==> config.mk <==
export PLATFORM = sky130hd
export DESIGN_NAME = pfa_ctrl
export DESIGN_NICKNAME = d
export VERILOG_FILES = /design/src/sv/pfa_pkg.sv /design/src/sv/pfa_ctrl.sv
export SDC_FILE = /design/constraint.sdc
export NUM_CORES = 1
export LEC_CHECK = 0
export BUFFER_PORTS_ARGS = -buffer_cell sky130_fd_sc_hd__buf_2
export CORE_MARGIN = 4
export CORE_UTILIZATION = 50
export DETAILED_ROUTE_END_ITERATION = 16
export PLACE_DENSITY = 0.79
export SYNTH_ARGS = -nofsm -noshare
export SYNTH_HDL_FRONTEND = slang
export SYNTH_SLANG_ARGS = --single-unit
export TNS_END_PERCENT = 30
==> constraint.sdc <==
create_clock -name clk -period 5.72 [get_ports clk]
set_clock_uncertainty 0.15 [all_clocks]
set_input_delay 0.286 -clock clk [delete_from_list [all_inputs] [get_ports clk]]
set_output_delay 0.286 -clock clk [all_outputs]
set_load 0.05 [all_outputs]
==> src/sv/pfa_pkg.sv <==
// ----------------------------------------------------------------------------
// pfa_pkg
// Shared types and codes of the page frame allocator.
// ----------------------------------------------------------------------------
package pfa_pkg;

  localparam int VIRT_W  = 36;
  localparam int COUNT_W = 17;
  localparam int INDEX_W = 16;
  localparam int CFG_W   = 17;
  localparam int WORD_W  = 64;

  localparam logic [2:0] OP_ALLOC     = 3'd0;
  localparam logic [2:0] OP_FREE      = 3'd1;
  localparam logic [2:0] OP_MARK_USER = 3'd2;
  localparam logic [2:0] OP_MARK_KERN = 3'd3;
  localparam logic [2:0] OP_PICK      = 3'd4;

  localparam logic [1:0] ST_OK      = 2'd0;
  localparam logic [1:0] ST_NO_FREE = 2'd1;
  localparam logic [1:0] ST_RANGE   = 2'd2;
  localparam logic [1:0] ST_NO_USER = 2'd3;

  localparam logic CFG_PAGE_COUNT  = 1'b0;
  localparam logic CFG_FIRST_USABLE = 1'b1;

  localparam logic [30:0] LCG_MUL = 31'd1103515245;
  localparam logic [63:0] LCG_ADD = 64'd12345;
  localparam logic [COUNT_W-1:0] COUNT_MAX = '1;

  typedef struct packed {
    logic [2:0]         opcode;
    logic [INDEX_W-1:0] page_index;
    logic [VIRT_W-1:0]  virt_page;
  } req_t;

  typedef struct packed {
    logic [1:0]         status;
    logic [INDEX_W-1:0] page_out;
    logic [VIRT_W-1:0]  virt_page_out;
    logic [COUNT_W-1:0] free_count;
    logic [COUNT_W-1:0] in_use_count;
  } rsp_t;

  typedef struct packed {
    logic       latch;
    logic       clr_step;
    logic       scan_init;
    logic       scan_next;
    logic       rd_free;
    logic       alloc_commit;
    logic       free_commit;
    logic       mark_commit;
    logic       tries_init;
    logic       try_next;
    logic       mul0;
    logic       mul1;
    logic       lcg_add;
    logic       div_step;
    logic       pick_hit;
    logic       set_status;
    logic [1:0] status;
    logic       res_load;
  } cmd_t;

  typedef struct packed {
    logic [2:0] opcode;
    logic       clear_done;
    logic       free_err;
    logic       mark_err;
    logic       n_zero;
    logic       scan_past;
    logic       scan_hit;
    logic       scan_last;
    logic       div_last;
    logic       virt_hit;
    logic       tries_last;
    logic       out_free;
  } sts_t;

endpackage

==> src/sv/pfa_ctrl.sv <==
// ----------------------------------------------------------------------------
// pfa_ctrl
// Sequencer: clearing pass, request decode, scan, release, random pick.
// ----------------------------------------------------------------------------
module pfa_ctrl (
  input  logic          clk,
  input  logic          rst_n,
  input  logic          in_valid,
  output logic          in_ready,
  input  pfa_pkg::sts_t sts,
  output pfa_pkg::cmd_t cmd
);
  import pfa_pkg::*;

  typedef enum logic [16:0] {
    S_CLEAR = 17'b00000000000000001,
    S_IDLE  = 17'b00000000000000010,
    S_DEC   = 17'b00000000000000100,
    S_ARD   = 17'b00000000000001000,
    S_ACHK  = 17'b00000000000010000,
    S_FRD   = 17'b00000000000100000,
    S_FWR   = 17'b00000000001000000,
    S_MUL0  = 17'b00000000010000000,
    S_MUL1  = 17'b00000000100000000,
    S_ADD   = 17'b00000001000000000,
    S_DIV   = 17'b00000010000000000,
    S_VRD   = 17'b00000100000000000,
    S_VCHK  = 17'b00001000000000000,
    S_DONE  = 17'b00010000000000000
  } state_t;

  state_t state_r, state_nxt;

  always_ff @(posedge clk) begin
    if (!rst_n) begin
      state_r <= S_CLEAR;
    end else begin
      state_r <= state_nxt;
    end
  end

  always_comb begin
    state_nxt = state_r;
    cmd       = '0;
    in_ready  = 1'b0;
    unique case (state_r)
      S_CLEAR: begin
        cmd.clr_step = 1'b1;
        if (sts.clear_done) begin
          state_nxt = S_IDLE;
        end
      end
      S_IDLE: begin
        in_ready = 1'b1;
        if (in_valid) begin
          cmd.latch = 1'b1;
          state_nxt = S_DEC;
        end
      end
      S_DEC: begin
        cmd.set_status = 1'b1;
        cmd.status     = ST_OK;
        state_nxt      = S_DONE;
        unique case (sts.opcode)
          OP_ALLOC: begin
            cmd.scan_init = 1'b1;
            state_nxt     = S_ARD;
          end
          OP_FREE: begin
            if (sts.free_err) begin
              cmd.status = ST_RANGE;
            end else begin
              state_nxt = S_FRD;
            end
          end
          OP_MARK_USER, OP_MARK_KERN: begin
            if (sts.mark_err) begin
              cmd.status = ST_RANGE;
            end else begin
              cmd.mark_commit = 1'b1;
            end
          end
          OP_PICK: begin
            if (sts.n_zero) begin
              cmd.status = ST_NO_USER;
            end else begin
              cmd.tries_init = 1'b1;
              state_nxt      = S_MUL0;
            end
          end
          default: ;
        endcase
      end
      S_ARD: begin
        if (sts.scan_past) begin
          cmd.set_status = 1'b1;
          cmd.status     = ST_NO_FREE;
          state_nxt      = S_DONE;
        end else begin
          state_nxt = S_ACHK;
        end
      end
      S_ACHK: begin
        if (sts.scan_hit) begin
          cmd.alloc_commit = 1'b1;
          state_nxt        = S_DONE;
        end else if (sts.scan_last) begin
          cmd.set_status = 1'b1;
          cmd.status     = ST_NO_FREE;
          state_nxt      = S_DONE;
        end else begin
          cmd.scan_next = 1'b1;
          state_nxt     = S_ARD;
        end
      end
      S_FRD: begin
        cmd.rd_free = 1'b1;
        state_nxt   = S_FWR;
      end
      S_FWR: begin
        cmd.free_commit = 1'b1;
        state_nxt       = S_DONE;
      end
      S_MUL0: begin
        cmd.mul0  = 1'b1;
        state_nxt = S_MUL1;
      end
      S_MUL1: begin
        cmd.mul1  = 1'b1;
        state_nxt = S_ADD;
      end
      S_ADD: begin
        cmd.lcg_add = 1'b1;
        state_nxt   = S_DIV;
      end
      S_DIV: begin
        cmd.div_step = 1'b1;
        if (sts.div_last) begin
          state_nxt = S_VRD;
        end
      end
      S_VRD: begin
        state_nxt = S_VCHK;
      end
      S_VCHK: begin
        if (sts.virt_hit) begin
          cmd.pick_hit   = 1'b1;
          cmd.set_status = 1'b1;
          cmd.status     = ST_OK;
          state_nxt      = S_DONE;
        end else if (sts.tries_last) begin
          cmd.set_status = 1'b1;
          cmd.status     = ST_NO_USER;
          state_nxt      = S_DONE;
        end else begin
          cmd.try_next = 1'b1;
          state_nxt    = S_MUL0;
        end
      end
      S_DONE: begin
        if (sts.out_free) begin
          cmd.res_load = 1'b1;
          state_nxt    = S_IDLE;
        end
      end
      default: state_nxt = S_CLEAR;
    endcase
  end
endmodule

==> metrics.csv, run 1 <==
metric;value;unit
status;complete, no violations;
dr.max_layer_used;met4;
crit_buf_inv;1;
slowest_delay;0.61;ns
syn_nets;161;
synth_cells;144;
path_cells;nor3_1, nand4_1, nor2_1, and2_1, buf_2;
power_density;170;nW/um^2
die_area;3010;sq um
min_from;sts[3];
largest_reg_flops;14;
relSlewSlack;0.539;
post_cts_buffers;0;
grt_max_degree;10;
layout_commonest_cell;buf_2;
met2RoutedLength;1450;microns
path_class;reg2out;
wirelength;3000;microns
coreArea;2020;sq um
final_layout_size_suffix_gt1_frac;0.275;
root_buffer;clkbuf_4;
place.gp.congestion;0.931;
synth_edf_count;0;
syn_area;1100;sq um
r2r_slack;3.48;ns
cts_sinks;14;
peakVddDrop;0.000137;V
diodes;0;
top_register;state_r;
htreeDepth;1;
antenna_found_initial;0;
via_count;1215;
finalCritPeriodShare;0.481;
clkTransAtPathRegs;0.08;ns
critPathTopFamily;simple AND/OR/NAND/NOR gates;
dr.pass1.iters;4;
area_growth_syn_to_layout;20.6;%
post-route-min-period;2.75;ns
hpwl;2270;microns
setup_viol;0;
grt_overflow;0;
yosys_warnings;0;
numPortBuffers;36;
crit_arrival;2.31;ns
grt_usage;0.216;
drtIter0Drc;25;
maxCapViolations;0;
cts_buffers;3;
clk-insertion-delay-late;0.28;ns
cts_buffer_depth;2;
worst_setup_path_start_kind;flip-flop;
fin_setup_tns;0;ns
worst_slack;2.97;ns
reg2reg_depth;5;
via_per_inst;5.93;
cp-end-kind;output pin;
final_nets;196;
hp-class;in2reg;
remaining_drc_errors;0;
grt_pass1_vias;1145;
wl_met3;186;microns
drv_slew;0;
path_max_fanout;9;
place_ws;3.30;ns
wl_met1;1310;microns
r2r-start;state_r[0]$_SDFFE_PN1P_;
tritoncts;yes;
syn_avg_cell_area;7.63;sq um
hold_depth;2;
rsz0062_at_grt;no;
fmax;0.364;GHz
post_drt_wl_per_cell;14.6;microns
die_w;54.9;microns
reg_top3;state_r x14;
worst_path_max_delay_cell;nor3_1;
worst_ep_required_time;5.28;ns
synth_seq_cells;14;
drtAntennaViolNets;0;
hold_ws;0.113;ns
synth_flop_cell;dfxtp_1;
ys_types;47;
leakagePower;0.588;nW
hold_path_end;state_r[11]$_SDFFE_PN0P_;
final_cell_mix;buf_2 (36), nor2_1 (24), dfxtp_1 (14);
start_util;0.543;
dieHeight;54.9;microns
hold_viol;0;
cts_hold_repair.buffers;0;
worstReg2RegEnd;state_r[0]$_SDFFE_PN1P_;
num_rows;16;
grt_pass1_wl;4730;microns
worst_pin_slew;0.687;ns
yosysSeqAreaShare;0.255;
cts_resized;0;
async_reset_ff_frac;0;
ios;37;
worst max path at each step:
stage,startpoint,end,depth (start not counted)
4_1_cts,state_r[8]$_SDFFE_PN0P_,cmd[3],6
3_5_place_dp,state_r[8]$_SDFFE_PN0P_,cmd[3],6
6_report,state_r[11]$_SDFFE_PN0P_,cmd[18],5
2_1_floorplan,state_r[3]$_SDFFE_PN0P_,state_r[13]$_SDFFE_PN0P_,4
5_1_grt,state_r[11]$_SDFFE_PN0P_,cmd[18],5
3_3_place_gp,state_r[8]$_SDFFE_PN0P_,cmd[3],6
report_power, final:
group | switching, W | internal (W) | total [W]
Combinational | 0.0000310 | 0.0000192 | 0.0000503
Sequential | 0.00000383 | 0.0000992 | 0.000103
Clock | 0.0000326 | 0.0000388 | 0.0000714
Total | 0.0000675 | 0.000157 | 0.000225
synthesized netlist by cell type, types with 2 or more instances:
master | instances | share of area
xor2_1 | 3 | 0.024
or4b_2 | 2 | 0.018
a21oi_1 | 3 | 0.014
o21ai_0 | 5 | 0.023
nor3_1 | 13 | 0.059
o21a_1 | 3 | 0.020
clkbuf_1 | 5 | 0.017
nor2_1 | 24 | 0.082
nand3b_1 | 2 | 0.014
o22a_1 | 2 | 0.016
o32a_1 | 2 | 0.018
nand2_1 | 9 | 0.031
nor4_1 | 5 | 0.028
nor2b_1 | 2 | 0.011
nand4_1 | 5 | 0.028
and2_1 | 3 | 0.017
inv_1 | 5 | 0.017
nand2b_1 | 4 | 0.023
o211ai_1 | 3 | 0.020
nor4_4 | 3 | 0.058
nand3_1 | 2 | 0.0091
dfxtp_1 | 14 | 0.26
layout make-up:
type                    count  area [sq um]
clock buffers               4          36.3
fillers                   180           697
inverters                   5          18.8
multi-input cells         119           776
flip-flops and latches     14           280
well taps                  27          33.8
repair buffers             36           180
metrics by stage:
step,utilization,cells,instance area [sq um],power [W]
after detailed placement,0.637,201,1290,0.000155
after floorplan,-,144,1100,0.000139
final,0.655,205,1330,0.000225
after global placement,0.637,201,1290,0.000154
after CTS,0.655,205,1330,0.000226
after global routing,0.655,205,1330,0.000238
worst register-to-register path: cells and delay by family, from the launching register on:
kind             cells  cell delay (ns)
AND/OR/NAND/NOR      3             0.83
AO/OA/AOI/OAI        2             0.77
flip-flops           1             0.39
per-layer routing:
metal	up-vias	global-route usage
met4	0	0.0996
met2	46	0.343
met1	554	0.272
li1	607	-
met5	-	0
met3	8	0.0490
cells by family (layout without fill, tap and decap cells):
| logic type | after synthesis | after routing | share of synthesized area |
|---|---|---|---|
| compound gates | 26 | 26 | 0.172 |
| flops | 14 | 14 | 0.255 |
| xor+xnor | 3 | 3 | 0.0239 |
| buf+inv | 11 | 45 | 0.0387 |
| simple gates | 90 | 90 | 0.510 |
Note: power is estimated with default switching activity, not from simulation.
==> run 2, diff against run 1 <==
--- a/config.mk
+++ b/config.mk
@@ -7,9 +7,9 @@
 export LEC_CHECK = 0
 export BUFFER_PORTS_ARGS = -buffer_cell sky130_fd_sc_hd__buf_2
 export CORE_MARGIN = 4
-export CORE_UTILIZATION = 50
+export CORE_UTILIZATION = 45
 export DETAILED_ROUTE_END_ITERATION = 16
-export PLACE_DENSITY = 0.79
+export PLACE_DENSITY = 0.75
 export SYNTH_ARGS = -nofsm -noshare
 export SYNTH_HDL_FRONTEND = slang
 export SYNTH_SLANG_ARGS = --single-unit
==> constraint.sdc (replaced) <==
create_clock -name clk -period 2.3 [get_ports clk]
set_clock_uncertainty 0.15 [all_clocks]
set_input_delay 0.115 -clock clk [delete_from_list [all_inputs] [get_ports clk]]
set_output_delay 0.115 -clock clk [all_outputs]
set_load 0.05 [all_outputs]
==> run 2 against run 1 <==
The flow now finishes with violations (setup timing). Setup slack got worse by 3.0 ns. Register-to-register slack worse by 3.3 ns. Critical path depth stayed put. Cell count is 13% higher. Sequential power is 150% higher. Power rose to 2.7 times the previous value. First-iteration DRC count increased to 3.3 times the previous value. Worst hold slack lost 0.098 ns. Flip-flop and latch count unchanged. Clock power grew to 2.6 times the previous value. Critical endpoint is now cmd[10]. Largest cell class unchanged.
==> metrics.csv, run 2 (same netlist as run 1, synthesis figures left out) <==
metric;value;unit
root_buffer;clkbuf_4;
ios;37;
worst_path_max_delay_cell;dfxtp_1;
grt_pass1_wl;6130;microns
start_util;0.483;
remaining_drc_errors;0;
htreeDepth;1;
wirelength;4140;microns
worst_setup_path_start_kind;flip-flop;
seq_power_share;0.417;
setup_viol;5;
final_nets;221;
relSlewSlack;0.616;
grt_usage;0.232;
dr.max_layer_used;met4;
leakagePower;0.734;nW
power_density;367;nW/um^2
worst_slack;-0.0799;ns
post-route-min-period;2.38;ns
final_core_util;0.739;
hold_viol;0;
coreArea;2280;sq um
cp-end-kind;output pin;
post_drt_wl_per_cell;17.9;microns
switching_share;0.319;
grt_pass1_vias;1353;
status;finished with violations;
fmax;0.420;GHz
met2RoutedLength;1990;microns
worst_ep_required_time;2.04;ns
path_class;reg2out;
via_per_inst;6.27;
switching_power;0.000197;W
combPwrFrac;0.283;
hpwl;2680;microns
die_area;3300;sq um
drtAntennaViolNets;0;
num_rows;17;
violations;setup timing;
die_w;57.4;microns
cts_sinks;14;
path_cells;nor2b_1, nand4_4, or3_4, nor3b_4, buf_6;
worst_pin_slew;0.571;ns
tritoncts;yes;
wl_met1;1630;microns
final_layout_size_suffix_gt1_frac;0.443;
cts_buffer_depth;2;
dr.pass1.iters;5;
grt_max_degree;10;
numPortBuffers;36;
clk-insertion-delay-late;0.29;ns
place.gp.congestion;0.910;
finalCritPeriodShare;1.03;
via_count;1448;
largest_reg_flops;14;
peakVddDrop;0.000393;V
crit_buf_inv;1;
hold_ws;0.0151;ns
grt_overflow;0;
dieHeight;57.4;microns
clkTransAtPathRegs;0.09;ns
reg_top3;state_r x14;
p_clk_frac;0.301;
cts_buffers;3;
hp-class;in2reg;
p_int;0.000420;W
critPathTopFamily;simple AND/OR/NAND/NOR gates;
antenna_found_initial;0;
drv_slew;0;
drtIter0Drc;83;
rsz0062_at_grt;yes;
crit_arrival;2.11;ns
total_power;0.000617;W
path_max_fanout;9;
area_growth_syn_to_layout;53.1;%
maxCapViolations;0;
top_register;state_r;
slowest_delay;0.56;ns
fin_setup_tns;-0.192;ns
diodes;0;
final_cell_mix;buf_2 (27), nor2_1 (24), buf_4 (22);
layout_commonest_cell;buf_2;
wl_met3;394;microns
-- run 2: cell count changes in the layout (fill, tap and decap cells not counted), moves of 3 or more --
cell / before / now
dfxtp_2: 0 / 8
buf_2: 36 / 27
buf_4: 0 / 22
dlygate4sd3_1: 0 / 6
buf_6: 0 / 3
dfxtp_1: 14 / 4
-- run 2: through the flow --
step	cells	setup WS, ns	area [sq um]
detailed placement	210	0.114	1360
global placement	210	0.175	1360
floorplan	144	-0.362	1110
CTS	227	-0.00455	1570
finish	231	-0.0799	1680
global route	231	-0.183	1680
-- run 2: cell type report --
cell class                      instances  area, sq um
Clock buffer                            4         36.3
Fill cell                             164          594
Tap cell                               28         35.0
Sequential cell                        14          298
Timing Repair Buffer                   61          424
Inverter                                5         18.8
Multi-Input combinational cell        119          870
-- run 2: repair_timing --
action | 4_1_cts | 5_1_grt
hold buffers | 6 | 0
resized for setup | 20 | 23
endpoints found under the setup margin | 8 | 16
endpoints found under the hold margin | 7 | 0
pin swaps | 5 | 11
buffers inserted | 7 | 4
-- run 2: power groups by stage --
| stage | Sequential, W | Clock (W) | Combinational (W) |
|---|---|---|---|
| after floorplan | 0.000260 | 0 | 0.0000867 |
| after global placement | 0.000261 | 0 | 0.000130 |
| after detailed placement | 0.000262 | 0 | 0.000132 |
| after CTS | 0.000257 | 0.000190 | 0.000151 |
| after global routing | 0.000258 | 0.000200 | 0.000188 |
| final | 0.000257 | 0.000186 | 0.000174 |
-- run 2: worst paths after layout --
path	slack, ns	to	cells after the start	startpoint
hold / removal	0.02	state_r[3]$_SDFFE_PN0P_	3	sts[4]
hold reg to reg	0.45	state_r[6]$_SDFFE_PN0P_	2	state_r[5]$_SDFFE_PN0P_
setup / recovery	-0.08	cmd[10]	5	state_r[2]$_SDFFE_PN0P_
setup reg to reg	0.15	state_r[0]$_SDFFE_PN1P_	7	state_r[4]$_SDFFE_PN0P_
-- run 2: tightest hold or removal path: stages --
cell and delay, ns:
buf_2 0.11, o32a_1 0.15, nor3_1 0.04
-- run 2: metal layers --
metal  up-vias  GRT usage
li1        657          -
met4         0     0.0762
met1       679      0.290
met5         -          0
met2        94      0.385
met3        18     0.0588
==> run 3, diff against run 2 <==
--- a/config.mk
+++ b/config.mk
@@ -5,7 +5,7 @@
 export SDC_FILE = /design/constraint.sdc
 export NUM_CORES = 1
 export LEC_CHECK = 0
-export BUFFER_PORTS_ARGS = -buffer_cell sky130_fd_sc_hd__buf_2
+export BUFFER_PORTS_ARGS = -buffer_cell sky130_fd_sc_hd__buf_4
 export CORE_MARGIN = 4
 export CORE_UTILIZATION = 45
 export DETAILED_ROUTE_END_ITERATION = 16
@@ -13,4 +13,4 @@
 export SYNTH_ARGS = -nofsm -noshare
 export SYNTH_HDL_FRONTEND = slang
 export SYNTH_SLANG_ARGS = --single-unit
-export TNS_END_PERCENT = 30
+export TNS_END_PERCENT = 10
==> run 3 against run 2 <==
The flow still finishes with violations (setup timing). First-iteration DRC count increased by 37%. Sequential share of layout area is 0.19 points lower. Largest cell class unchanged. Setup slack improved by 0.031 ns. Cell count shrank 1.7%. Critical path type unchanged. Die area is the same. Clock power hardly changed. Flip-flop and latch count did not move. Utilization up 1.4 points. Register-to-register slack barely moved.
==> metrics.csv, run 3 (same netlist as run 1, synthesis figures left out) <==
metric;value;unit
status;finished with violations;
violations;setup timing;
regArea;300;sq um
multiInputGateArea;857;sq um
combPwrFrac;0.281;
hold_viol;0;
fmax;0.426;GHz
numPortBuffers;36;
grt_overflow;0;
seq_power_share;0.412;
grt_max_degree;10;
area_growth_syn_to_layout;56.0;%
relSlewSlack;0.608;
placedInstanceArea;1450;sq um
finalCritPeriodShare;1.02;
final_nets;217;
diodes;0;
crit_arrival;2.08;ns
grt_usage;0.218;
dr.pass1.iters;5;
layout_commonest_cell;buf_4;
fin_setup_tns;-0.142;ns
coreArea;2280;sq um
path_max_fanout;8;
switching_power;0.000194;W
final_cell_count_no_fill;227;
hpwl;2660;microns
grt_pass1_vias;1218;
start_util;0.483;
cts_sinks;14;
post_drt_wl_per_cell;16.2;microns
total_power;0.000616;W
power_density;359;nW/um^2
root_buffer;clkbuf_4;
tritoncts;yes;
wirelength;3680;microns
hp-class;in2reg;
cp-end-kind;output pin;
die_area;3300;sq um
remaining_drc_errors;0;
rsz0062_at_grt;yes;
num_rows;17;
grt_pass1_wl;5730;microns
maxCapViolations;0;
finish.instance_area;1710;sq um
nFillCells;149;
clkTransAtPathRegs;0.10;ns
p_clk_frac;0.307;
switching_share;0.315;
via_count;1385;
reg_top3;state_r x14;
peakVddDrop;0.000362;V
dieHeight;57.4;microns
drtAntennaViolNets;0;
worst_setup_path_start_kind;flip-flop;
setup_viol;4;
dp_cells;210;
worst_pin_slew;0.582;ns
largest_reg_flops;14;
die_w;57.4;microns
path_class;reg2out;
final_cell_mix;buf_4 (44), nor2_1 (21), nor3_1 (10);
worst_ep_required_time;2.04;ns
worst_slack;-0.0484;ns
place.gp.congestion;0.859;
htreeDepth;1;
antenna_found_initial;0;
post-route-min-period;2.35;ns
top_register;state_r;
final_layout_size_suffix_gt1_frac;0.437;
p_int;0.000422;W
via_per_inst;6.10;
drtIter0Drc;114;
ios;37;
leakagePower;0.724;nW
hold_ws;0.0191;ns
cts_buffer_depth;2;
clk-insertion-delay-late;0.29;ns
drv_slew;0;
cts_buffers;3;
-- run 3: final timing paths --
| kind | from | to | slack [ns] | cells after the start |
|---|---|---|---|---|
| hold / removal | sts[7] | state_r[7]$_SDFFE_PN0P_ | 0.02 | 3 |
| setup / recovery | state_r[3]$_SDFFE_PN0P_ | cmd[12] | -0.05 | 4 |
| hold reg to reg | state_r[5]$_SDFFE_PN0P_ | state_r[6]$_SDFFE_PN0P_ | 0.45 | 2 |
| setup reg to reg | state_r[5]$_SDFFE_PN0P_ | state_r[0]$_SDFFE_PN1P_ | 0.16 | 6 |
-- run 3: layer usage --
metal	part of all wire	vias up	wire (microns)	global-route usage
li1	-	653	-	-
met1	0.43	648	1570	0.294
met2	0.48	73	1760	0.348
met3	0.073	11	268	0.0656
met4	0.021	0	76	0.0298
met5	0	-	0	0
-- run 3: stage by stage --
step / util / worst slack [ns]
final: 0.753 / -0.0484
after global routing: 0.753 / -0.128
after global placement: 0.638 / 0.107
after detailed placement: 0.638 / 0.0712
after CTS: 0.728 / -0.0175
after floorplan: - / -0.362
-- run 3: what timing repair did --
item | in CTS | in global routing
endpoints found under the hold margin | 11 | 0
hold buffers | 8 | 0
pin swaps | 9 | 4
setup endpoints to repair | 5 | 12
resized for setup | 17 | 16
buffers inserted | 5 | 0
-- run 3: power by group through the flow --
stage	clock (W)	sequential, W	combinational (W)
floorplan	0	0.000260	0.0000867
global placement	0	0.000260	0.000140
detailed placement	0	0.000261	0.000142
CTS	0.000191	0.000253	0.000163
global route	0.000202	0.000255	0.000185
finish	0.000189	0.000254	0.000173
-- run 3: final cells by class --
type,count,share of cell area
multi-input cells,119,0.500
repair buffers,57,0.272
flip-flops and latches,14,0.175
clock buffers,4,0.0212
well taps,28,0.0204
inverters,5,0.0109
-- run 3: critical path, cell delays in order (launching register included) --
cell and delay [ns]:
dfxtp_1 0.36, buf_4 0.18, nor4_1 0.54, nor4bb_2 0.45, buf_4 0.26
